===== src/hdl/kefs_ram.sv =====
// Generic single-port-write, single-port-read RAM with registered read data.
// No dependencies.
`timescale 1ns / 1ps

module kefs_ram #(
    parameter int WIDTH = 8,
    parameter int DEPTH = 16
) (
    input  logic                             i_clk,
    input  logic                             i_we,
    input  logic [$clog2(DEPTH)-1:0]         i_waddr,
    input  logic [WIDTH-1:0]                 i_wdata,
    input  logic [$clog2(DEPTH)-1:0]         i_raddr,
    output logic [WIDTH-1:0]                 o_rdata
);

    logic [WIDTH-1:0] r_mem [DEPTH];
    logic [WIDTH-1:0] r_rdata;

    // Write port and registered read port
    always_ff @(posedge i_clk) begin
        if (i_we) begin
            r_mem[i_waddr] <= i_wdata;
        end
        r_rdata <= r_mem[i_raddr];
    end

    assign o_rdata = r_rdata;

endmodule


===== config.mk =====
export PLATFORM = sky130hd
export DESIGN_NAME = kefs_ram
export DESIGN_NICKNAME = d
export VERILOG_FILES = /design/src/hdl/kefs_ram.sv
export SDC_FILE = /design/constraint.sdc
export NUM_CORES = 1
export LEC_CHECK = 0
export BUFFER_PORTS_ARGS = -buffer_cell sky130_fd_sc_hd__buf_2
export CORE_ASPECT_RATIO = 0.9
export CORE_UTILIZATION = 40
export DETAILED_ROUTE_END_ITERATION = 7
export PLACE_DENSITY = 0.59
export SETUP_SLACK_MARGIN = 0.1
export SLEW_MARGIN = 0
export SYNTH_ARGS = -nofsm -noshare
export SYNTH_HDL_FRONTEND = slang
export SYNTH_SLANG_ARGS = --single-unit

===== constraint.sdc =====
create_clock -name i_clk -period 3.98 [get_ports i_clk]
set_clock_uncertainty 0.1 [all_clocks]
set_input_delay 0.199 -clock i_clk [delete_from_list [all_inputs] [get_ports i_clk]]
set_output_delay 0.199 -clock i_clk [all_outputs]
set_load 0.01 [all_outputs]

# After elaboration in Yosys (flattened, before gate mapping)
# Memory sizes are Yosys's and may differ from the RTL's. A register that Yosys moved wholly into a read port is not among the register bits.
# Index checks and enable logic that the tools add are counted.
[word_totals]
out_inout_bits = 8
mem_bits_rw = 128
memories = 1
input_bits = 18
word_cells = 3
regBits = 0
[memory_table]
columns = ["name", "words", "word_bits", "read_ports", "rd_clocked_by_memory_dff", "wr", "line", "text"]
rows = [
  ["r_mem", 16, 8, 1, 1, 1, "17", "logic [WIDTH-1:0] r_mem [DEPTH];"],
]
[classes]
mux = 2
[ops]
columns = ["operator", "n"]
rows = [
  ["$mux 1", 2],
]

# Depth between registers and ports, before layout
# Gate-level depths: netlist (run 1).
[depth]
ltp_word = 2
depth_mapped = 5
ltp_nobuf = 3

# Worst setup path before layout (run 1)
# No wires, ideal clock.
[synth_timing]
path_type = "input-to-reg"
from = "input i_waddr[2]"
to = "memory r_mem[0][0] (enable)"
required_ns = 3.497
arrival_ns = 1.309
setup_time_ns = 0.383
path_slack_ns = 2.188
n_path_buf = 0
path_stages = 2
cell_sequence = "or3b_2 > nor3_1"
[synth_rtl]
columns = ["item", "line", "text"]
rows = [
  ["from (decl)", "11", "input logic [$clog2(DEPTH)-1:0] i_waddr,"],
  ["to (decl)", "17", ""],
]
# No word-level cell before the write port.

==> results of run 1 <==
[cell families (layout without fill, tap and decap cells)]
group | after synthesis | after routing | share of synthesized area
buffers and inverters | 10 | 57 | 0.0168
AO/OA/AOI/OAI | 16 | 16 | 0.0233
flip-flops | 136 | 136 | 0.778
AND/OR/NAND/NOR | 35 | 35 | 0.0318
multiplexers | 32 | 32 | 0.150
[worst max-delay path by stage]
stage	end	slack, ns	startpoint
finish	o_rdata[4]	2.10	i_raddr[0]
global route	o_rdata[2]	1.95	i_raddr[0]
CTS	o_rdata[2]	2.06	i_raddr[0]
detailed placement	o_rdata[2]	1.62	i_raddr[0]
global placement	r_mem[0][4]	1.53	i_waddr[2]
floorplan	r_mem[0][0]	2.19	i_waddr[2]
[flip-flops by register name (all words and copies together), names as in the netlist]
name     count
r_mem      128
o_rdata      8
[cell type report]
cell class	instances	area (sq um)
clock inverter	11	108
sequential	136	4000
clock buffer	20	437
multi-input combinational	83	1070
timing repair buffer	26	130
tap	160	200
fill	988	6360
[stage by stage]
stage          cells  area (sq um)
6_report         436          5950
5_1_grt          436          5950
3_5_place_dp     405          5410
2_1_floorplan    229          5150
4_1_cts          436          5950
3_3_place_gp     404          5400
[worst register-to-register path: cells and delay by family, from the launching register on]
family          cells  cell delay (ns)
mux                 1             0.50
simple gates        1             0.08
flops               1             0.35
compound gates      1             0.33
[cell usage after synthesis, drive strengths merged]
master,number,share of area
or3b,1,0.0017
edfxtp,128,0.75
mux4,32,0.15
a22oi,16,0.023
nor2b,1,0.0012
nor2,13,0.0095
nand3,1,0.00097
nand3b,2,0.0029
nand2b,2,0.0024
clkdlybuf4s25,3,0.0058
and2,1,0.0012
and2b,1,0.0015
nor3,4,0.0039
dfxtp,8,0.031
buf,7,0.011
nand2,9,0.0066
[metal layers]
metal  share of wire  GRT usage  vias to the layer above
li1                -          -                     1042
met1            0.45      0.225                     1204
met2            0.48      0.254                       72
met3           0.054     0.0498                       16
met4           0.020     0.0891                        2
met5          0.0013          0                        -
[report_power, final]
part | leakage (nW) | switching, mW | internal [mW]
logic | 0.479 | 0.0842 | 0.0570
clock network | 0.264 | 0.547 | 0.906
registers | 1.22 | 0.0101 | 1.60
[placed cells by master, fill, tap and decap left out, types with 2 or more instances in the layout]
cell	Yosys	layout
nor2_1	13	13
edfxtp_1	128	128
clkinv_2	0	5
nand2_1	9	9
nor3_2	0	3
bufinv_16	0	2
clkinvlp_4	0	2
clkbuf_16	0	17
mux4_2	18	18
clkinv_1	0	2
mux4_1	14	14
nand3b_1	2	2
dfxtp_1	8	8
a22oi_1	16	16
nand2b_1	2	2
buf_2	3	26
clkbuf_1	0	3
==> flow_summary.yaml, run 1 <==
run_status:
  outcome: "finished clean"
layout:
  drive_gt1_frac: 0.268
  nets: 282
  syn2layout_area_growth_pct: 15.6
  final_util: 0.483
  diodes: 0
min_path:
  whs_path_depth: 1
  hold_path_class: "input port to register"
  hold_start: "i_wdata[7]"
  hold-path-endpoint: "r_mem[5][7]"
setup_path:
  arrival_ns: 2.07
  critical_path.cell_chain: "buf_2 > mux4_1 > a22oi_1 > nand2_1"
  critical_path.top_delay_family: "buffers and inverters"
  cpPeakStageDelay_ns: 0.78
  timing.rr.end: "o_rdata[4]"
  startpoint_type: "input port"
  critPathKind: "input port to register"
  worstPathMaxFanout: 32
  cpMaxStageDelayCell: "buf_2"
  worstSetupEndpointType: "register"
  r2r_cells: 3
  worst-path-buf-inv: 1
  required_ns: 4.17
  reg2reg_slack_ns: 2.49
  worstReg2RegStart: "r_mem[10][4]"
  cp.depth: 4
synthesis:
  syn_inst: 229
  synth_area_per_cell_sq_um: 22.5
  ys_types: 19
  synth_nets: 247
  yosysSeqAreaShare: 0.778
  ys_warn_count: 0
  syn_area_sq_um: 5150
  synth.ff_latch_count: 136
clocking:
  cts_buffer_depth: 2
  clkSlewWorstSetupHoldPaths_ns: 0.06
  post_cts_resize_count: 0
  htreeDepth: 4
  cts_root_buf: "clkbuf_16"
  clock-sinks: 136
  clock_latency_ns: 0.41
  holdBufCountCts: 0
  cts_buffers: 17
  cts_tree: "yes"
  cts_setup_buffers: 0
detailed_routing:
  drt-total-wl_mm: 9.97
  drt-initial-drc-count: 194
  wl_per_cell_um: 22.9
  vias: 2336
  ant_nets: 0
  dr.pass1.iters: 5
  drt-vias-per-instance: 5.36
  drc_errors: 0
pwr:
  finalPower_mw: 3.21
  p_leak_nw: 1.97
  ir_worst_vdd_mv: 0.295
  power_density_nw_per_um2: 539
timing:
  rsz0062_at_grt: "false"
  post-route-period-util: 0.472
  slew-limit-headroom: 0.297
  whs_ns: 0.0805
  tns_ns: 0
  finalHoldViolations: 0
  fin_ws_ns: 2.10
  worst_pin_slew_ns: 1.05
  maxSlewViolCount: 0
  setup_viol: 0
  timing.final.crit_period_ns: 1.88
  max_freq_mhz: 533
job:
  drv_cap: 0
die:
  num_rows: 38
  dieArea_sq_um: 13300
  die_h_um: 110
  io_pins: 26
  start_util: 0.418
  fp.dieW_um: 122
  core_sq_um: 12300
grt:
  grt_pass1_vias: 2461
  grt_pass1_wl_mm: 15.0
  gr-total-overflow: 0
  grt_start_max_net_pins: 33
  antenna_found_initial: 1
  grt.total_usage: 0.169
place:
  dp_hpwl_mm: 5.92
  io_buffers: 25
  pre_cts_slack_ns: 1.62
  place_congestion: 0.679
No activity file was read; power rests on OpenSTA's default activity.
==> inputs of run 2 (changes only) <==
--- a/config.mk
+++ b/config.mk
@@ -9,7 +9,7 @@
 export CORE_ASPECT_RATIO = 0.9
 export CORE_UTILIZATION = 40
 export DETAILED_ROUTE_END_ITERATION = 7
-export PLACE_DENSITY = 0.59
+export PLACE_DENSITY = 0.61
 export SETUP_SLACK_MARGIN = 0.1
 export SLEW_MARGIN = 0
 export SYNTH_ARGS = -nofsm -noshare
==> constraint.sdc (replaced) <==
create_clock -name i_clk -period 1.6 [get_ports i_clk]
set_clock_uncertainty 0.1 [all_clocks]
set_input_delay 0.08 -clock i_clk [delete_from_list [all_inputs] [get_ports i_clk]]
set_output_delay 0.08 -clock i_clk [all_outputs]
set_load 0.01 [all_outputs]
==> run 2 against run 1 <==
Net effect:
- first-iteration DRC count grew 11%
- routed wire length shrank 2.5%
- sequential share of layout area shrank 3.5 points
- worst hold slack gained 0.052 ns
- utilization grew 2.7 points
- critical path depth shrank 1
- largest cell class unchanged
==> flow_summary.yaml, run 2 (synthesis results as in run 1) <==
grt:
  antenna_found_initial: 0
  grt.total_usage: 0.167
  grt_start_max_net_pins: 26
  grt_pass1_vias: 2599
  gr-total-overflow: 0
  grt_pass1_wl_mm: 15.3
setup_path:
  worstSetupEndpointType: "register"
  startpoint_type: "register"
  cpPeakStageDelay_ns: 0.52
  reg2reg_slack_ns: 0.16
  arrival_ns: 1.64
  worstPathMaxFanout: 1
  critPathKind: "register to register"
  critical_path.cell_chain: "mux4_1 > a22oi_2 > nand2_1"
  cpMaxStageDelayCell: "mux4_1"
  worstReg2RegStart: "r_mem[1][1]"
  r2r_cells: 3
  required_ns: 1.79
  timing.rr.end: "o_rdata[1]"
layout:
  nets: 315
  multiInputGateArea_sq_um: 1080
  largest_reg_flops: 128
  fill_cells: 967
  layout_commonest_cell: "edfxtp_1"
  drive_gt1_frac: 0.324
  final_util: 0.510
  diodes: 0
  final_cell_mix: "edfxtp_1 (128), buf_2 (25), buf_4 (22)"
  seq_area_sq_um: 4000
  syn2layout_area_growth_pct: 21.9
  largest-register: "r_mem"
min_path:
  hold_start: "i_waddr[0]"
  hold_path_class: "input port to register"
  whs_path_depth: 3
  hold-path-endpoint: "r_mem[0][3]"
detailed_routing:
  ant_nets: 0
  dr.pass1.iters: 4
  wl_per_cell_um: 20.7
  vias: 2457
  drt-vias-per-instance: 5.24
  drc_errors: 0
  drt-total-wl_mm: 9.72
  drt-initial-drc-count: 216
die:
  dieArea_sq_um: 13300
  die_h_um: 110
  num_rows: 38
  io_pins: 26
  start_util: 0.418
  core_sq_um: 12300
  fp.dieW_um: 122
timing:
  rsz0062_at_grt: "true"
  post-route-period-util: 0.902
  setup_viol: 0
  max_freq_mhz: 693
  timing.final.crit_period_ns: 1.44
  worst_pin_slew_ns: 0.725
  finalHoldViolations: 0
  maxSlewViolCount: 0
  tns_ns: 0
  slew-limit-headroom: 0.516
clocking:
  cts_setup_buffers: 0
  cts_tree: "yes"
  clkSlewWorstSetupHoldPaths_ns: 0.05
  clock_latency_ns: 0.41
  clock-sinks: 136
  cts_root_buf: "clkbuf_16"
  htreeDepth: 4
  cts_buffers: 17
  cts_buffer_depth: 2
pwr:
  intPower_mw: 6.43
  power_frac_comb: 0.051
  ir_worst_vdd_mv: 0.682
  switching_share: 0.197
  power_density_nw_per_um2: 1280
  finalPower_mw: 8.01
  p_clk_frac: 0.448
  switchingPower_mw: 1.58
  p_seq_frac: 0.501
  p_leak_nw: 2.15
run_status:
  outcome: "finished clean"
place:
  io_buffers: 25
  place_congestion: 0.718
  dp_hpwl_mm: 6.61
job:
  drv_cap: 0
run 2: metrics by stage:
stage          instance area [sq um]  setup slack [ns]  hold slack, ns  instances
2_1_floorplan                   5150             0.154          0.0789        229
3_3_place_gp                    5640           -0.0720           0.377        430
3_5_place_dp                    5640           -0.0719           0.382        430
4_1_cts                         6270             0.119           0.120        469
5_1_grt                         6280            0.0745           0.158        469
6_report                        6280             0.158           0.132        469
run 2: metal layers:
metal | up-vias | wire length (um) | GRT usage
met5 | - | 0 | 0
met4 | 0 | 160 | 0.0688
met2 | 60 | 4420 | 0.252
li1 | 1107 | - | -
met3 | 14 | 540 | 0.0441
met1 | 1276 | 4600 | 0.233
run 2: what timing repair did:
action,CTS,global route
hold endpoints to repair,128,0
endpoints found under the setup margin,1,3
gates cloned,0,0
pin swaps,0,1
resized for setup,1,2
hold buffers,8,0
run 2: worst max path at each step:
stage                     cells after the start  slack, ns   startpoint     endpoint
after floorplan                               2       0.15   i_waddr[2]  r_mem[3][0]
after global placement                        5      -0.07   i_raddr[0]   o_rdata[4]
after detailed placement                      5      -0.07   i_raddr[0]   o_rdata[4]
after CTS                                     3       0.12  r_mem[1][1]   o_rdata[1]
after global routing                          3       0.07  r_mem[1][1]   o_rdata[1]
final                                         3       0.16  r_mem[1][1]   o_rdata[1]
run 2: area by class of cell:
cell class	instances	area share
sequential	136	0.638
multi-input combinational	83	0.172
timing repair buffer	59	0.0718
clock buffer	21	0.0702
tap	160	0.0319
clock inverter	10	0.0167
run 2: power by group through the flow:
stage,Combinational (mW),Clock [mW],Sequential [mW]
2_1_floorplan,0.202,0,4.09
3_3_place_gp,0.392,0,4.08
3_5_place_dp,0.398,0,4.08
4_1_cts,0.415,3.64,4.01
5_1_grt,0.450,3.81,4.02
6_report,0.411,3.59,4.01
run 2: worst max-delay path: cells and delay by family, from the launching register on:
kind               cells  cell delay (ns)
AOI/OAI and AO/OA      1             0.27
and+or+nand+nor        1             0.07
muxes                  1             0.52
DFF                    1             0.36
