$ cat src/hdl/kefs_pkg.sv
// Package for the Kruskal edge filter with stations.
// Holds node and cost widths, the forest entry layout and the control handoff type.
// No dependencies.
`timescale 1ns / 1ps

package kefs_pkg;

    // Forest size and derived widths
    localparam int NODES  = 2048;
    localparam int NODE_W = (NODES > 1) ? $clog2(NODES) : 1;
    localparam int SIZE_W = $clog2(NODES) + 1;

    // Fixed field widths of the streams
    localparam int IDX_W      = 11;
    localparam int COST_W     = 40;
    localparam int TOTAL_W    = 52;
    localparam int IN_DATA_W  = 64;   // node_a, node_b, cost = 62 bits, padded
    localparam int OUT_DATA_W = 56;   // accepted, running_total = 53 bits, padded

    // Item kinds
    localparam logic KIND_STATION = 1'b0;
    localparam logic KIND_LINK    = 1'b1;

    // One forest entry; size and station only matter at a root
    typedef struct packed {
        logic              station;
        logic [SIZE_W-1:0] size;
        logic [NODE_W-1:0] parent;
    } t_node;

    localparam int NODE_BITS = $bits(t_node);

    // Finished item handed from the forest controller to the output stage
    typedef struct packed {
        logic              vld;
        logic              taken;
        logic [COST_W-1:0] cost;
    } t_fin;

    // Stream index to memory address
    function automatic logic [NODE_W-1:0] node_addr(input logic [IDX_W-1:0] idx);
        logic [31:0] wide;
        wide = 32'(idx);
        return wide[NODE_W-1:0];
    endfunction

    function automatic logic node_ok(input logic [IDX_W-1:0] idx);
        return 32'(idx) < 32'(NODES);
    endfunction

endpackage

$ cat src/hdl/kefs_ctrl.sv
// Forest controller: clearing pass, root walks, union by size and station marking.
// Depends on kefs_pkg; drives the forest RAM ports of kefs_ram.
`timescale 1ns / 1ps

module kefs_ctrl (
    input  logic                          i_clk,
    input  logic                          i_rst_n,
    // input beat
    input  logic                          i_valid,
    output logic                          o_ready,
    input  logic                          i_kind,
    input  logic [kefs_pkg::IDX_W-1:0]    i_node_a,
    input  logic [kefs_pkg::IDX_W-1:0]    i_node_b,
    input  logic [kefs_pkg::COST_W-1:0]   i_cost,
    // handoff to output stage
    output kefs_pkg::t_fin                o_fin,
    input  logic                          i_slot_free,
    // forest RAM
    output logic                          o_ram_we,
    output logic [kefs_pkg::NODE_W-1:0]   o_ram_waddr,
    output kefs_pkg::t_node               o_ram_wdata,
    output logic [kefs_pkg::NODE_W-1:0]   o_ram_raddr,
    input  kefs_pkg::t_node               i_ram_rdata
);
    import kefs_pkg::*;

    typedef enum logic [2:0] {
        ST_CLEAR,
        ST_IDLE,
        ST_FIND_A,
        ST_FIND_B,
        ST_DECIDE,
        ST_LINK2,
        ST_FIN
    } t_state;

    t_state              r_state, n_state;
    logic [NODE_W:0]     r_clr, n_clr;
    logic                r_kind, n_kind;
    logic [NODE_W-1:0]   r_b, n_b;
    logic [COST_W-1:0]   r_cost, n_cost;
    logic [NODE_W-1:0]   r_cur, n_cur;
    logic [NODE_W-1:0]   r_ra, n_ra;
    logic [NODE_W-1:0]   r_rb, n_rb;
    t_node               r_wa, n_wa;
    t_node               r_wb, n_wb;
    logic                r_taken, n_taken;
    logic [NODE_W-1:0]   r_big, n_big;
    t_node               r_bigw, n_bigw;

    logic                in_ok;
    logic                a_small;

    assign in_ok   = node_ok(i_node_a) && ((i_kind == KIND_STATION) || node_ok(i_node_b));
    assign a_small = r_wa.size < r_wb.size;

    always_comb begin
        n_state  = r_state;
        n_clr    = r_clr;
        n_kind   = r_kind;
        n_b      = r_b;
        n_cost   = r_cost;
        n_cur    = r_cur;
        n_ra     = r_ra;
        n_rb     = r_rb;
        n_wa     = r_wa;
        n_wb     = r_wb;
        n_taken  = r_taken;
        n_big    = r_big;
        n_bigw   = r_bigw;

        o_ready      = 1'b0;
        o_ram_we     = 1'b0;
        o_ram_waddr  = r_ra;
        o_ram_wdata  = r_wa;
        o_ram_raddr  = r_cur;
        o_fin.vld    = 1'b0;
        o_fin.taken  = r_taken;
        o_fin.cost   = r_cost;

        case (r_state)
            // Sweep every entry back to a singleton set without station
            ST_CLEAR: begin
                o_ram_we           = 1'b1;
                o_ram_waddr        = r_clr[NODE_W-1:0];
                o_ram_wdata.station = 1'b0;
                o_ram_wdata.size   = SIZE_W'(1);
                o_ram_wdata.parent = r_clr[NODE_W-1:0];
                n_clr              = r_clr + 1'b1;
                if (r_clr == (NODE_W+1)'(NODES - 1)) begin
                    n_state = ST_IDLE;
                end
            end

            // Take one beat, start the walk from node_a
            ST_IDLE: begin
                o_ready     = 1'b1;
                o_ram_raddr = node_addr(i_node_a);
                if (i_valid) begin
                    n_kind  = i_kind;
                    n_b     = node_addr(i_node_b);
                    n_cost  = i_cost;
                    n_cur   = node_addr(i_node_a);
                    n_taken = 1'b0;
                    n_state = in_ok ? ST_FIND_A : ST_FIN;
                end
            end

            // Follow parents of node_a until an entry points to itself
            ST_FIND_A: begin
                if (i_ram_rdata.parent == r_cur) begin
                    n_ra = r_cur;
                    n_wa = i_ram_rdata;
                    if (r_kind == KIND_LINK) begin
                        n_cur       = r_b;
                        o_ram_raddr = r_b;
                        n_state     = ST_FIND_B;
                    end else begin
                        n_state = ST_DECIDE;
                    end
                end else begin
                    n_cur       = i_ram_rdata.parent;
                    o_ram_raddr = i_ram_rdata.parent;
                end
            end

            // Same walk for node_b
            ST_FIND_B: begin
                if (i_ram_rdata.parent == r_cur) begin
                    n_rb    = r_cur;
                    n_wb    = i_ram_rdata;
                    n_state = ST_DECIDE;
                end else begin
                    n_cur       = i_ram_rdata.parent;
                    o_ram_raddr = i_ram_rdata.parent;
                end
            end

            // Station mark, or first half of a union (hang the smaller root)
            ST_DECIDE: begin
                n_state = ST_FIN;
                if (r_kind == KIND_STATION) begin
                    if (!r_wa.station) begin
                        o_ram_we            = 1'b1;
                        o_ram_waddr         = r_ra;
                        o_ram_wdata         = r_wa;
                        o_ram_wdata.station = 1'b1;
                        n_taken             = 1'b1;
                    end
                end else if ((r_ra != r_rb) && !(r_wa.station && r_wb.station)) begin
                    o_ram_we    = 1'b1;
                    o_ram_waddr = a_small ? r_ra : r_rb;
                    o_ram_wdata = a_small ? r_wa : r_wb;
                    o_ram_wdata.parent = a_small ? r_rb : r_ra;
                    n_big          = a_small ? r_rb : r_ra;
                    n_bigw.station = r_wa.station | r_wb.station;
                    n_bigw.size    = r_wa.size + r_wb.size;
                    n_bigw.parent  = a_small ? r_rb : r_ra;
                    n_taken        = 1'b1;
                    n_state        = ST_LINK2;
                end
            end

            // Second half of a union: grow the surviving root
            ST_LINK2: begin
                o_ram_we    = 1'b1;
                o_ram_waddr = r_big;
                o_ram_wdata = r_bigw;
                n_state     = ST_FIN;
            end

            // Hand the outcome over once the output register has room
            ST_FIN: begin
                o_fin.vld = 1'b1;
                if (i_slot_free) begin
                    n_state = ST_IDLE;
                end
            end

            default: begin
                n_state = ST_IDLE;
            end
        endcase
    end

    always_ff @(posedge i_clk) begin
        if (!i_rst_n) begin
            r_state <= ST_CLEAR;
            r_clr   <= '0;
        end else begin
            r_state <= n_state;
            r_clr   <= n_clr;
        end
        r_kind  <= n_kind;
        r_b     <= n_b;
        r_cost  <= n_cost;
        r_cur   <= n_cur;
        r_ra    <= n_ra;
        r_rb    <= n_rb;
        r_wa    <= n_wa;
        r_wb    <= n_wb;
        r_taken <= n_taken;
        r_big   <= n_big;
        r_bigw  <= n_bigw;
    end

endmodule

$ cat config.mk
export PLATFORM = sky130hd
export DESIGN_NAME = kefs_ctrl
export DESIGN_NICKNAME = d
export VERILOG_FILES = /design/src/hdl/kefs_pkg.sv /design/src/hdl/kefs_ctrl.sv
export SDC_FILE = /design/constraint.sdc
export NUM_CORES = 1
export LEC_CHECK = 0
export ABC_AREA = 0
export ABC_CLOCK_PERIOD_IN_PS = 5250
export BUFFER_PORTS_ARGS = -buffer_cell sky130_fd_sc_hd__buf_2
export CAP_MARGIN = 5
export CORE_ASPECT_RATIO = 1.2
export CORE_UTILIZATION = 40
export CTS_BUF_LIST = sky130_fd_sc_hd__clkbuf_16
export CTS_CLUSTER_SIZE = 16
export DETAILED_ROUTE_END_ITERATION = 10
export GPL_TIMING_DRIVEN = 0
export HOLD_SLACK_MARGIN = 0.12
export PLACE_DENSITY_LB_ADDON = 0.25
export SYNTH_ARGS = -nofsm -noshare
export SYNTH_HDL_FRONTEND = slang
export SYNTH_SLANG_ARGS = --single-unit
$ cat constraint.sdc
create_clock -name i_clk -period 5.25 [get_ports i_clk]
set_input_delay 0.2625 -clock i_clk [delete_from_list [all_inputs] [get_ports i_clk]]
set_output_delay 0.2625 -clock i_clk [all_outputs]
set_load 0.005 [all_outputs]
Yosys cells after proc, flatten, opt, wreduce, memory -nomap -nowiden
Cells that the tools add are included.

cells by class
  add/sub/neg operators = 2
  $lt $le $gt $ge = 1
  equal/unequal tests = 16
  mux-type cells = 35
  bitwise gates (word level) = 1
  reduce and logical (&&, ||, !) cells = 14

operators with widths
  kind                                                   count
  one-hot mux 11 bit (3 select lines)                    3
  2-to-1 mux 11 bit                                      8
  2-to-1 mux 24 bit                                      3
  one-hot mux 24 bit (3 select lines)                    1
  one-hot mux 3 bit (7 select lines)                     1
  2-to-1 mux 3 bit                                       6
  adder 12 x 1 -> 12 bit, second input constant          1
  adder 12 bit                                           1
  equality test 12 x 11 -> 1 bit, second input constant  1
  less-than comparator 12 bit                            1
  equality test 11 bit                                   1
  != test 11 bit                                         1
  != test 2 bit, second input constant                   5
  equality test 3 bit, second input constant             3
  2-to-1 mux 1 bit                                       9
  AND reduction 2 bit                                    4
  equality test 3 x 2 -> 1 bit, second input constant    2
  != test 3 bit, second input constant                   2
  AND reduction 5 bit                                    1
  2-to-1 mux 2 bit                                       2
  one-hot mux 1 bit (2 select lines)                     2
  AND reduction 4 bit                                    1
  equality test 3 x 1 -> 1 bit, second input constant    1
  zero test 3 bit                                        1
  other kinds (7)                                        8

storage, ports and cells
  register bits after elaboration = 173
  input port bits = 91
  output and inout bits = 90
  word-level logic and storage cells = 87

Depth between registers and ports, before layout
  depth after elaboration = 6
  gate-level depth with buffers = 10

Worst setup path after synthesis
Ideal clock, no wire load.

  path type = register to register
  from = register r_cur[3]
  to = register r_ra[0] (enable)
  library setup time = 0.395 ns
  arrival time = 2.046 ns
  data required time = 4.855 ns
  setup slack = 2.808 ns
  cell stages (with the launch flop) = 5
  buffers on the path = 0
  clock period less this slack = 2.442 ns
  path through = edfxtp_1 > xnor2_1 > nand4_1 > nor4_1 > and2_1

on the way
  cells in the longest elaborated chain, start to end = 2

ends and longest elaborated chain
  element                        line              RTL
  start: declaration             kefs_ctrl.sv:42   logic [NODE_W-1:0] r_cur, n_cur;
  start signal: assignment       kefs_ctrl.sv:197  r_cur <= n_cur;
  equality test 11 bit           kefs_ctrl.sv:111  if (i_ram_rdata.parent == r_cur) begin
  AND reduction 2 bit (no line)  n/a
  end signal: assignment         kefs_ctrl.sv:198  r_ra <= n_ra;
  end: declaration               kefs_ctrl.sv:43   logic [NODE_W-1:0] r_ra, n_ra;

Every way passes these cells.
A chain may end at the register's enable or synchronous reset.

==> run metrics <==
P per Cell Area=246 nW/µm²; drt wl/cell=18.3 µm; Setup crit end=o_ram_wdata[10]; total core area=20300 µm²; most frequent cell after synthesis=edfxtp_1; total number of vias=6644; critical-path cell list=xnor2_1, nand4_1, o31a_1, nand2_1, nor3_2, buf_2, a21bo_1, buf_2; I/O pin count=181; sequential share of the synthesized area=a little under three fifths; GR Util met2=38.9%; fin area=about 11000 µm²; share of Yosys cell area claimed by the top area cell type=between 50 and 60%; post-CTS setup buffer count=0; # diodes=0; setup ws final=about 1800 ps; Placer Congestion=0.886; global-route wire length before repair=~36 mm; die area=21500 µm²; DRC=0; status=complete, no violations; antenna-violating nets left=0; setup violation total in the final timing report=0; Worst EP required=approximately 5000 ps; Synth Cell Area=between 8000 and 9000 µm²; Final Hold Fails=0; gr ovfl total=0; die height=160 µm; hold_ws=139 ps; largest net degree at the start of global routing=50; initial antenna violation count=2; Reg2Reg Capture Point=r_bigw[23]$_DFFE_PP_; CTS root buffer=clkbuf_16; crit path capture type=primary output; Peak VDD IR=roughly 250 µV; HP Class=input pin to flip-flop; Top Usage Layer GRT=met2; pre-CTS setup slack=2230 ps; kind of critical path=flip-flop to primary output; CP startpoint kind=flip-flop; CTS clk-pin slew, worst paths=70 ps; nets@finish=1120; Post-synth top cells=147 x edfxtp_1, 73 x nand2_1, 57 x a21oi_1; area delta synth->final=31.3%; Total Routing Usage GR=22.4%; Syn Nets=842; Routed WL=23.5 mm; Pwr Total=2.70 mW; Peak Freq=289 MHz; CTS tree=yes; hpwl dp=16.9 mm; count of cell types in the netlist=63; Final Non-Filler Cells=1282; # rows=57; Synth async-reset ratio=0%; max cap viols=0; P_leak=roughly 4.4 nW; Slew Limit Fails=0; Post-CTS Resized=0; layout cell share with drive strength beyond 1=25.3%; #FFs+latches synth=between 150 and 200; clk_skew=18.1 ps; Critical Path Start=r_rb[4]$_DFFE_PP_; average vias per placed instance=5.18; Largest delay share family, worst path=simple AND/OR/NAND/NOR gates; clock latency on the worst-skew pair=440 ps; R2R setup slack=~2400 ps; final worst path period share=66.0%; Slew @ Worst Pin=1060 ps; number of global-route vias before repair=6844; Max Root-Sink Buffers=2; CTS HTree Levels=4; Final min period=between 3000 and 4000 ps; Placed Cells=around 1200; normalized max-slew margin=just under 30%; WP buf/inv=2; Post-synth EDFFs=147; Fin Setup TNS=0 ps; cell accounting for the most synthesized area=edfxtp_1; Die Wd=134 µm; worst reg2reg startpoint=r_rb[4]$_DFFE_PP_; Port Buffer Count=180; most used cell, CP=buf_2; clk sink count=162; Slowest cell on crit path=buf_2; RSZ-0062 raised after global routing=no; met1 Track Usage GR=25.3%; Synth Flop Type=edfxtp_1; largest cells by area after synthesis=edfxtp_1 53%, dfxtp_1 3.6%, ha_1 3.6%; total CTS buffers=17; drt pass-1 iters=5; final core utilization=roughly 54%; iteration-0 DRC count of the detailed router=404; cell count after synthesis=726; M3 GR Usage=6.38%; Arrival @ worst endpoint=3200 ps; Starting Density=41.1%; reg2reg path depth=6; Placed Area=approximately 9600 µm²; Mean Syn Cell Area=between 10 and 15 µm²; synth warn=0; CP Max Fanout=33; critical path depth in cells=8; Largest stage delay, worst path=690 ps
registers in the layout, indices dropped and copies added, names as in the netlist:
| register | count |
|---|---|
| r_cur | 11 |
| r_taken | 1 |
| r_b | 11 |
| r_ra | 11 |
| r_state | 3 |
| r_clr | 12 |
| r_bigw | 24 |
| r_wb | 13 |
| r_rb | 11 |
| r_cost | 40 |
| r_wa | 24 |
| r_kind | 1 |
per-layer routing:
layer / share of wire [%] / up-vias
met2: 50 / 247
met5: 0.12 / -
met4: 3.1 / 4
met1: 39 / 3104
met3: 7.1 / 48
li1: - / 3241
worst register-to-register path, stage by stage, from the launching register on:
cell      delay, ps
edfxtp_1        440
xnor2_1         160
nand4_1         150
o31a_1          290
nand2_1         220
nor3_2          460
buf_2           690
cells by family after synthesis:
kind of cell / after synthesis / share of synthesized area [%]
and+or+nand+nor: 179 / 10.1
DFF: 162 / 56.4
muxes: 33 / 4.58
adders and majority gates: 25 / 3.83
AOI/OAI and AO/OA: 198 / 16.2
xor gates and xnor gates: 39 / 4.09
buffers and inverters: 90 / 4.75
timing repair:
| action | CTS | global route |
|---|---|---|
| endpoints found under the setup margin | 0 | 0 |
| hold buffers | 77 | 0 |
| hold endpoints to repair | 91 | 0 |
cell type report:
| class | instances | area, µm² |
|---|---|---|
| Fill cell | 1811 | 9360 |
| Clock buffer | 17 | 425 |
| Timing Repair Buffer | 259 | 1730 |
| Clock inverter | 15 | 124 |
| Sequential cell | 162 | 4710 |
| Multi-Input combinational cell | 474 | 3250 |
| Inverter | 50 | 188 |
| Tap cell | 265 | 332 |
| Buffer | 40 | 209 |
cell usage in the layout, fill, tap and decap left out, drive strengths merged, types with 10 or more instances in the layout:
cell and count:
a21bo 10, a21oi 59, a22o 11, a2bb2oi 11, a31oi 12, buf 205, clkbuf 34, dfxtp 15
dlygate4sd3 77, edfxtp 147, ha 24, inv 59, mux2 12, mux2i 21, nand2 73, nand4 12
nor2 42, nor3 10, o21ai 38, o21bai 10, o31ai 11, or3 13, xnor2 31
power by group:
part,leakage [nW],switching (mW),internal (mW)
clock network,0.265,0.556,0.619
logic,2.68,0.0444,0.0775
registers,1.44,0.00267,1.40
how the worst min path moves through the flow:
stage / from / end / slack, ps / depth (start not counted)
floorplan: i_node_b[0] / r_b[0]$_DFFE_PP_ / 360 / 0
global placement: i_cost[34] / r_cost[34]$_DFFE_PP_ / 440 / 1
detailed placement: i_cost[35] / r_cost[35]$_DFFE_PP_ / 440 / 1
CTS: i_node_a[9] / r_cur[9]$_DFFE_PP_ / 120 / 3
global route: i_node_a[6] / r_cur[6]$_DFFE_PP_ / 140 / 2
finish: i_node_a[6] / r_cur[6]$_DFFE_PP_ / 140 / 2
Power figures use the tool's default switching activity.
