==> src/hdl/kefs_pkg.sv <==
// Package for the Kruskal edge filter with stations.
// Holds node and cost widths, the forest entry layout and the control handoff type.
// No dependencies.
`timescale 1ns / 1ps

package kefs_pkg;

    // Forest size and derived widths
    localparam int NODES  = 2048;
    localparam int NODE_W = (NODES > 1) ? $clog2(NODES) : 1;
    localparam int SIZE_W = $clog2(NODES) + 1;

    // Fixed field widths of the streams
    localparam int IDX_W      = 11;
    localparam int COST_W     = 40;
    localparam int TOTAL_W    = 52;
    localparam int IN_DATA_W  = 64;   // node_a, node_b, cost = 62 bits, padded
    localparam int OUT_DATA_W = 56;   // accepted, running_total = 53 bits, padded

    // Item kinds
    localparam logic KIND_STATION = 1'b0;
    localparam logic KIND_LINK    = 1'b1;

    // One forest entry; size and station only matter at a root
    typedef struct packed {
        logic              station;
        logic [SIZE_W-1:0] size;
        logic [NODE_W-1:0] parent;
    } t_node;

    localparam int NODE_BITS = $bits(t_node);

    // Finished item handed from the forest controller to the output stage
    typedef struct packed {
        logic              vld;
        logic              taken;
        logic [COST_W-1:0] cost;
    } t_fin;

    // Stream index to memory address
    function automatic logic [NODE_W-1:0] node_addr(input logic [IDX_W-1:0] idx);
        logic [31:0] wide;
        wide = 32'(idx);
        return wide[NODE_W-1:0];
    endfunction

    function automatic logic node_ok(input logic [IDX_W-1:0] idx);
        return 32'(idx) < 32'(NODES);
    endfunction

endpackage

==> src/hdl/kefs_total.sv <==
// Output stage: saturating running total of accepted costs and the result register.
// Depends on kefs_pkg.
`timescale 1ns / 1ps

module kefs_total (
    input  logic                            i_clk,
    input  logic                            i_rst_n,
    input  kefs_pkg::t_fin                  i_fin,
    output logic                            o_slot_free,
    output logic                            o_valid,
    input  logic                            i_ready,
    output logic [kefs_pkg::OUT_DATA_W-1:0] o_data
);
    import kefs_pkg::*;

    logic                  r_valid, n_valid;
    logic [TOTAL_W-1:0]    r_total, n_total;
    logic [OUT_DATA_W-1:0] r_data, n_data;
    logic [TOTAL_W:0]      sum;

    assign o_slot_free = !r_valid || i_ready;
    assign sum         = {1'b0, r_total} + (TOTAL_W+1)'(i_fin.cost);

    // Add on acceptance, clamp at all ones
    always_comb begin
        n_valid = r_valid && !i_ready;
        n_total = r_total;
        n_data  = r_data;
        if (i_fin.vld && o_slot_free) begin
            n_valid = 1'b1;
            if (i_fin.taken) begin
                n_total = sum[TOTAL_W] ? {TOTAL_W{1'b1}} : sum[TOTAL_W-1:0];
            end
            n_data = OUT_DATA_W'({n_total, i_fin.taken});
        end
    end

    always_ff @(posedge i_clk) begin
        if (!i_rst_n) begin
            r_valid <= 1'b0;
            r_total <= '0;
        end else begin
            r_valid <= n_valid;
            r_total <= n_total;
        end
        r_data <= n_data;
    end

    assign o_valid = r_valid;
    assign o_data  = r_data;

endmodule

==> config.mk <==
export PLATFORM = sky130hd
export DESIGN_NAME = kefs_total
export DESIGN_NICKNAME = d
export VERILOG_FILES = /design/src/hdl/kefs_pkg.sv /design/src/hdl/kefs_total.sv
export SDC_FILE = /design/constraint.sdc
export NUM_CORES = 1
export LEC_CHECK = 0
export BUFFER_PORTS_ARGS = -buffer_cell sky130_fd_sc_hd__buf_4
export CAP_MARGIN = 20
export CORE_ASPECT_RATIO = 1.1
export CORE_MARGIN = 4
export CORE_UTILIZATION = 50
export DETAILED_ROUTE_END_ITERATION = 8
export PLACE_DENSITY = 0.67
export SETUP_SLACK_MARGIN = 0.5
export SYNTH_ARGS = -nofsm -noshare
export SYNTH_HDL_FRONTEND = slang
export SYNTH_SLANG_ARGS = --single-unit
==> constraint.sdc <==
create_clock -name i_clk -period 5.9 [get_ports i_clk]
set_input_delay 1.18 -clock i_clk [delete_from_list [all_inputs] [get_ports i_clk]]
set_output_delay 1.18 -clock i_clk [all_outputs]
set_load 0.02 [all_outputs]
# Yosys cells after proc, flatten, opt, wreduce, memory -nomap -nowiden
# Cells that the tools add are included.
[word_totals]
mem_count = 0
in_bits = 45
mem_bits_ro = 0
latch_bits = 0
ff_bits = 106
mem_bits_rw = 0
[op_classes]
n_reduce_logical = 5
muxes = 3
n_lt_le_gt_ge = 0
n_bitwise = 0
div_mod_pow = 0
n_mul = 0
shift = 0
addsub = 1
n_eq_ne = 0
[op_table]
columns = ["op", "count"]
rows = [
  ["two-way mux 52 bit", 2],
  ["adder 52 x 40 -> 53 bit", 1],
  ["logical AND 1 bit", 2],
  ["zero test 1 bit", 2],
  ["logical OR 1 bit", 1],
  ["two-way mux 1 bit", 1],
]

# Longest topological paths before layout
# Gate-level depths: netlist of the first run.
[depth]
word_depth = 4
ltp_mapped = 13
mapped_depth_nobuf = 11

# Worst setup path before layout of the first run
# No wires, ideal clock.
[synth_timing]
path_kind = "input to register"
from = "input i_ready"
to = "register r_total[50]"
slack_ps = 1974
setup_time_ps = 127
path_stages = 7
arrival_ps = 3799
cell_sequence = "nand2b_1 -> nand2_1 -> inv_1 -> clkbuf_1 -> nand2_1 -> nor4b_1 -> nor3_1"
[synth_between]
elab_chain_len = 2
[synth_lines]
columns = ["element", "line", "text"]
rows = [
  ["start: declaration", "kefs_total.sv:11", "input logic i_ready,"],
  ["logical OR 1 bit", "kefs_total.sv:21", "assign o_slot_free = !r_valid || i_ready;"],
  ["logical AND 1 bit", "kefs_total.sv:29", "if (i_fin.vld && o_slot_free) begin"],
  ["end signal: assignment", "kefs_total.sv:44", "r_total <= n_total;"],
  ["end: declaration", "kefs_total.sv:17", "logic [TOTAL_W-1:0] r_total, n_total;"],
]
# No other way between the ends.
# A chain may end at the register's enable or synchronous reset.

# Final worst setup path of the first run
[layout_timing]
from = "input i_fin[0] (netlist name)"
to = "register r_data[40], in the netlist o_data[40] (data pin)"
[layout_between]
elab_chain_len = 3
[layout_lines]
columns = ["element", "line", "text"]
rows = [
  ["start: declaration", "kefs_total.sv:8", "input kefs_pkg::t_fin i_fin,"],
  ["adder 52 x 40 -> 53 bit", "kefs_total.sv:22", "assign sum = {1'b0, r_total} + (TOTAL_W+1)'(i_fin.cost);"],
  ["two-way mux 52 bit", "kefs_total.sv:32", "n_total = sum[TOTAL_W] ? {TOTAL_W{1'b1}} : sum[TOTAL_W-1:0];"],
  ["two-way mux 52 bit", "kefs_total.sv:31", "if (i_fin.taken) begin"],
  ["end signal: assignment", "kefs_total.sv:46", "r_data <= n_data;"],
  ["end: declaration", "kefs_total.sv:18", "logic [OUT_DATA_W-1:0] r_data, n_data;"],
]
# No other way between the ends.

==> results of run 1 <==
cells by family (layout without fill, tap and decap cells):
family,count (synthesis),count (layout)
AOI/OAI and AO/OA,275,275
DFF,106,106
and+or+nand+nor,249,249
xor gates and xnor gates,41,41
adders and majority gates,41,41
other,1,3
buffers and inverters,70,139
muxes,2,2
cells in the mapped netlist, drive strengths merged (3+ instances only):
| library cell | instances | area share |
|---|---|---|
| nor2 | 106 | 0.059 |
| a21oi | 87 | 0.064 |
| nand2 | 55 | 0.030 |
| dfxtp | 53 | 0.16 |
| edfxtp | 53 | 0.23 |
| o21ai | 50 | 0.037 |
| ha | 40 | 0.073 |
| clkbuf | 39 | 0.021 |
| a21o | 26 | 0.029 |
| a31oi | 23 | 0.021 |
| xnor2 | 23 | 0.029 |
| a211oi | 18 | 0.020 |
| xor2 | 18 | 0.023 |
| inv | 17 | 0.0093 |
| a311oi | 16 | 0.020 |
| nor3 | 15 | 0.012 |
| nand4 | 14 | 0.013 |
| and3 | 13 | 0.012 |
| buf | 12 | 0.012 |
| nand3 | 10 | 0.0073 |
| o21bai | 10 | 0.011 |
| or3 | 9 | 0.0082 |
| nor2b | 6 | 0.0055 |
| nand2b | 5 | 0.0046 |
| o21a | 5 | 0.0055 |
| o221a | 5 | 0.0082 |
| o211ai | 4 | 0.0044 |
| o31ai | 4 | 0.0064 |
| a21boi | 3 | 0.0038 |
| a221o | 3 | 0.0046 |
| and2 | 3 | 0.0027 |
| and4 | 3 | 0.0038 |
| nor4 | 3 | 0.0027 |
| nor4b | 3 | 0.0048 |
| o22a | 3 | 0.0038 |
flip-flops by register name (all words and copies together) (netlist names):
register	cells
o_data	53
o_valid	1
r_total	52
path summary, 6_finish.rpt:
check                    end        from
setup / recovery  o_data[40]    i_fin[0]
hold / removal    r_total[9]  r_total[9]
setup reg to reg  o_data[40]  r_total[0]
hold reg to reg   r_total[9]  r_total[9]
metal layers:
metal  up-vias  part of all wire  global-route usage
met2       186              0.48               0.394
met4         0             0.020              0.0856
met3        24             0.049              0.0306
met1      2953              0.45               0.306
met5         -                 0                   0
li1       3048                 -                   -
placed cells by master (no fill, tap or decap), drive strengths merged, types with 5 or more instances in the layout:
cell type  instances
or3                9
nor2b              6
ha                40
xor2              18
a311oi            16
o21a               5
inv               17
edfxtp            53
nand3             10
and3              13
clkbuf            14
nor2             106
xnor2             23
nand4             14
buf              104
a21o              26
o21bai            10
a21oi             87
o221a              5
nor3              15
a31oi             23
nand2b             5
o21ai             50
dfxtp             53
nand2             55
a211oi            18
worst reg2reg max path, cell delays in order (launching register included):
cell and delay [ps]:
dfxtp_1 330, ha_1 220, fa_1 410, a21oi_1 220, o21ai_1 120, nand4_1 160, a211oi_2 110, o41ai_2 430
a21boi_2 190, o31ai_4 790, nand2_1 250, o22a_1 250
stage by stage:
step | std cells | setup WS [ps] | util | total power [mW] | cell area (um2)
after floorplan | 787 | 1970 | - | 1.26 | 6850
after global placement | 1024 | 1260 | 0.573 | 1.42 | 7640
after detailed placement | 1024 | 1200 | 0.573 | 1.42 | 7640
after CTS | 1040 | 1570 | 0.593 | 1.98 | 7900
after global routing | 1040 | 1360 | 0.593 | 2.07 | 7900
final | 1040 | 1550 | 0.593 | 1.97 | 7900
cell type report:
cell class	instances	area (um2)
multi-input combinational	611	3900
sequential	106	2650
tap	184	230
inverter	19	71.3
clock buffer	14	244
timing repair buffer	104	781
clock inverter	2	15.0
fill	1242	5430
where the power goes:
part	switching (mW)	internal, mW
registers	0.0290	0.838
clock network	0.274	0.288
logic	0.333	0.213
==> out/metrics.yaml, run 1 <==
run_status:
  status: "completed"
worst_setup_path:
  path_class: "in2reg"
  timing.critical_path.to_type: "register"
  critical_path_cell_count: 12
  timing.reg2reg.setup_slack_ps: 2160
  worst_path_largest_cell_delay_ps: 790
  critical_path.max_fanout: 20
  timing.critical_path.cells: "buf_4 -> ha_1 -> fa_1 -> a21oi_1 -> o21ai_1 -> nand4_1 -> a211oi_2 -> o41ai_2 -> a21boi_2 -> o31ai_4 -> nand2_1 -> o22a_1"
  type_of_element_launching_the_critical_path: "primary input"
  critical_path.top_delay_family: "compound AO/OA/AOI/OAI gates"
  critPathSlowestCell: "o31ai_4"
  r2r_cells: 11
  critPathArrivalTime_ps: 4460
  worstPathBufferInverterCount: 1
  required_ps: 6010
die:
  top_level_ports: 103
  die-width_um: 120
  initial_core_util: 0.513
  row_count: 44
  fp.dieH_um: 131
  core_area_mm2: 0.0133
  dieArea_mm2: 0.0156
yosys:
  synthCells: 785
  yosysSeqAreaShare: 0.388
  dominantRegCellSynth: "edfxtp_1"
  muxShareOfSynthArea: 0.00329
  asyncSetResetFlopFracSynth: 0
  synth_top_family_by_area: "compound AO/OA/AOI/OAI gates"
  synth.distinct_cells: 70
  synth-simple-area-share: 0.170
  syn_std_cell_area_mm2: 0.00684
  synth_area_per_cell_um2: 8.71
  synth_compound_area_frac: 0.266
  flip_flop_and_latch_count_after_synthesis: 106
  yosys.area_share.xor_xnor: 0.0525
  synth_enable_flop_cells: 53
  yosysWarnings: 0
  post_synth_fa_ha_maj_area_fraction: 0.0761
route:
  drtPass1Iterations: 5
  wire_per_inst_um: 17.4
  postRouteWirelength_um: 18100
  antenna_violating_nets_post_route: 0
  vias: 6211
  dr.first_iter.drc_count: 433
  drt-vias-per-instance: 5.97
  remaining_drc_errors: 0
timing:
  slew_headroom: 0.300
  layout_min_cycle_time_ps: 4350
  hold_slack_ps: 519
  tightest_slew_ps: 1050
  maxClockFrequency_mhz: 230
  skew_ps: 7.78
  setup-tns-final_ps: 0
  grt_setup_unrepaired: "no"
  hold_viol: 0
  final-setup-viol-count: 0
  maxSlewViolCount: 0
  min_period_over_period: 0.737
layout:
  drive_gt1_frac: 0.159
  fin_nets: 937
  antennaDiodeCount: 0
  synthToLayoutAreaGrowth_pct: 15.5
clock_network:
  htreeDepth: 3
  clk-insertion-delay-late_ps: 360
  cts_hold_buf: 0
  cts_root_buffer: "clkbuf_16"
  cts_num_sinks: 106
  clock_tree_buf_depth: 2
  cts_tree: "yes"
  numCtsBuffers: 9
  clk_pin_slew_ps: 70
  cts_resized: 0
  post_cts_buffers: 0
placed_design:
  routability_congestion: 0.888
  place.detailed.hpwl_um: 13000
  io_buffer_count: 99
power:
  power.leakage_nw: 3.29
  p_per_area_mw_per_mm2: 250
  irDropWorstVdd_uv: 123
grt:
  global_route.usage.total: 0.232
  grt_max_degree: 90
  vias_in_the_first_global_route: 5782
  grt_antenna_before_repair: 0
  grt-ovfl-total: 0
  grt_first_pass_wirelength_um: 29200
hold_path:
  hold_class: "reg2reg"
  timing.hold.worst_path_depth: 2
run:
  max-cap-violations: 0
No activity file was read; power rests on OpenSTA's default activity.
==> run 2: changes to the inputs <==
clock period = 4.3 ns   (was 5.9 ns; I/O delays follow)
==> run 2 against run 1 <==
Net effect:
- wire length rose by 1.9%
- sequential cell count did not move
- worst setup slack got worse by 860 ps
- non-clock buffer count rose by 12
- sequential share of layout area fell by 0.54 points
- register-to-register slack got worse by 1200 ps
- combinational power rose by 39%
- core utilization rose by 0.98 points
- critical path type unchanged
- largest power group unchanged
==> out/metrics.yaml, run 2 (synthesis results as in run 1) <==
run_status:
  status: "completed"
power:
  irDropWorstVdd_uv: 182  # +48%
  internal_power_mw: 1.86  # +39%
  p_per_area_mw_per_mm2: 340  # +36%
  power.leakage_nw: 3.37  # +2.4%
  p_comb_frac: 0.278  # +0.002
  share_clk_of_total_power: 0.286  # +0.002
  p_seq_frac: 0.436  # -0.003
  power_switching_share: 0.319  # -0.00243
  total_switching_power_mw: 0.872  # +37%
timing:
  grt_setup_unrepaired: "no"
  layout_min_cycle_time_ps: 3610
  min_period_over_period: 0.840
  slew_headroom: 0.336  # +0.0354
  hold_viol: 0  # unchanged
  maxClockFrequency_mhz: 277
  tightest_slew_ps: 990  # -57.6 ps
  final-setup-viol-count: 0  # unchanged
  setup-tns-final_ps: 0  # unchanged
  skew_ps: 7.90  # +0.118 ps
  maxSlewViolCount: 0  # unchanged
layout:
  synthToLayoutAreaGrowth_pct: 17.4
  antennaDiodeCount: 0  # unchanged
  drive_gt1_frac: 0.174  # +0.0151
  number_of_flip_flops_in_the_largest_register: 53  # unchanged
  mostFrequentLayoutCells: "buf_4, nor2_1, a21oi_1"
  fillerInstances: 1205  # -3.0%
  fin_nets: 949  # +1.3%
  final_instance_count_without_filler_cells: 1052  # +1.2%
  layout.cells.most_common: "buf_4"
route:
  wl_met2_um: 8830  # +1.2%
  remaining_drc_errors: 0  # unchanged
  dr.first_iter.drc_count: 444  # +2.5%
  postRouteWirelength_um: 18400  # +1.9%
  met1_length_um: 8400  # +3.6%
  drtPass1Iterations: 6  # +1
  drt-vias-per-instance: 5.89  # -1.3%
  wire_per_inst_um: 17.5  # +0.76%
  vias: 6200  # -0.18%
  met3_length_um: 837  # -4.8%
  antenna_violating_nets_post_route: 0  # unchanged
  routed.top_layer: "met4"
hold_path:
  hold_path_end: "r_total[5]"
  worstHoldStart: "r_total[5]"
  timing.hold.worst_path_depth: 2  # unchanged
  hold_class: "reg2reg"
placed_design:
  place.detailed.hpwl_um: 13500  # +3.7%
  routability_congestion: 0.924  # +4.1%
  io_buffer_count: 99  # unchanged
  placed_cells: 1034  # +0.98%
clock_network:
  clk_pin_slew_ps: 70  # about the same
  cts_tree: "yes"
  clk-insertion-delay-late_ps: 350  # about the same
  cts_root_buffer: "clkbuf_16"
  cts_hold_buf: 0  # unchanged
  clock_tree_buf_depth: 2  # unchanged
  numCtsBuffers: 9  # unchanged
  cts_num_sinks: 106  # unchanged
  htreeDepth: 3  # unchanged
worst_setup_path:
  type_of_element_launching_the_critical_path: "primary input"
  path_class: "in2reg"
  critPathArrivalTime_ps: 3680  # -780 ps
  timing.reg2reg.setup_slack_ps: 980  # -1180 ps
  required_ps: 4360  # -1650 ps
  rr_startpoint: "r_total[1]"
  timing.critical_path.to_type: "register"
  critical_path.max_fanout: 16  # -20%
  r2r_cells: 11  # unchanged
  worst_r2r_endpoint: "o_data[42]"
grt:
  vias_in_the_first_global_route: 6065  # +4.9%
  grt_antenna_before_repair: 0  # unchanged
  grt-ovfl-total: 0  # unchanged
  grt_first_pass_wirelength_um: 30300  # +3.5%
  grt_max_degree: 88  # -2.2%
  global_route.usage.total: 0.237  # +0.00533
die:
  fp.dieH_um: 131  # unchanged
  top_level_ports: 103  # unchanged
  row_count: 44  # unchanged
  die-width_um: 120  # unchanged
  core_area_mm2: 0.0133  # unchanged
  initial_core_util: 0.513  # unchanged
  dieArea_mm2: 0.0156  # unchanged
run:
  max-cap-violations: 0  # unchanged
## run 2: how the worst max path moves through the flow
stage	from	end	slack, ps	cells after the start
after floorplan	i_ready	r_total[50]	690	7
after global placement	i_fin[0]	o_data[41]	290	14
after detailed placement	i_fin[0]	o_data[41]	240	14
after CTS	i_fin[0]	o_data[41]	610	14
after global routing	i_fin[4]	o_data[42]	530	12
final	i_fin[19]	o_data[21]	690	10
## run 2: what timing repair did
| item | in CTS | in global routing |
|---|---|---|
| resized for setup | 0 | 1 |
| setup endpoints to repair | 0 | 2 |
| setup buffers | 0 | 2 |
## run 2: layout make-up
| class | instances | area, um2 | share of cell area |
|---|---|---|---|
| Tap cell | 184 | 230 | 0.0287 |
| Multi-Input combinational cell | 611 | 3920 | 0.488 |
| Clock buffer | 12 | 246 | 0.0307 |
| Timing Repair Buffer | 116 | 883 | 0.110 |
| Sequential cell | 106 | 2650 | 0.330 |
| Inverter | 19 | 71.3 | 0.00888 |
| Clock inverter | 4 | 27.5 | 0.00343 |
## run 2: power by group through the flow
| stage | combinational, mW | sequential, mW | clock (mW) |
|---|---|---|---|
| 2_1_floorplan | 0.472 | 1.26 | 0 |
| 3_3_place_gp | 0.740 | 1.21 | 0 |
| 3_5_place_dp | 0.749 | 1.21 | 0 |
| 4_1_cts | 0.754 | 1.19 | 0.797 |
| 5_1_grt | 0.840 | 1.20 | 0.830 |
| 6_report | 0.758 | 1.19 | 0.782 |
## run 2: through the flow
step | power [mW] | utilization | cell area, um2 | worst slack [ps] | hold slack [ps]
finish | 2.73 | 0.603 | 8030 | 689 | 521
global route | 2.87 | 0.603 | 8030 | 532 | 551
CTS | 2.74 | 0.600 | 8000 | 612 | 522
detailed placement | 1.96 | 0.580 | 7730 | 243 | 513
global placement | 1.95 | 0.580 | 7730 | 289 | 504
floorplan | 1.73 | - | 6850 | 694 | 472
## run 2: per-layer routing
metal,GRT usage,vias to the layer above
met5,0,-
met4,0.0788,0
met1,0.312,2914
met3,0.0297,25
met2,0.411,185
li1,-,3076
## run 2: worst max-delay path, cell delays in order
cell,delay [ps]
buf_4,110
ha_1,380
a21oi_1,200
o21ai_0,180
a211oi_1,830
a21boi_2,130
o31a_1,460
buf_12,220
a21oi_1,180
a21oi_1,100
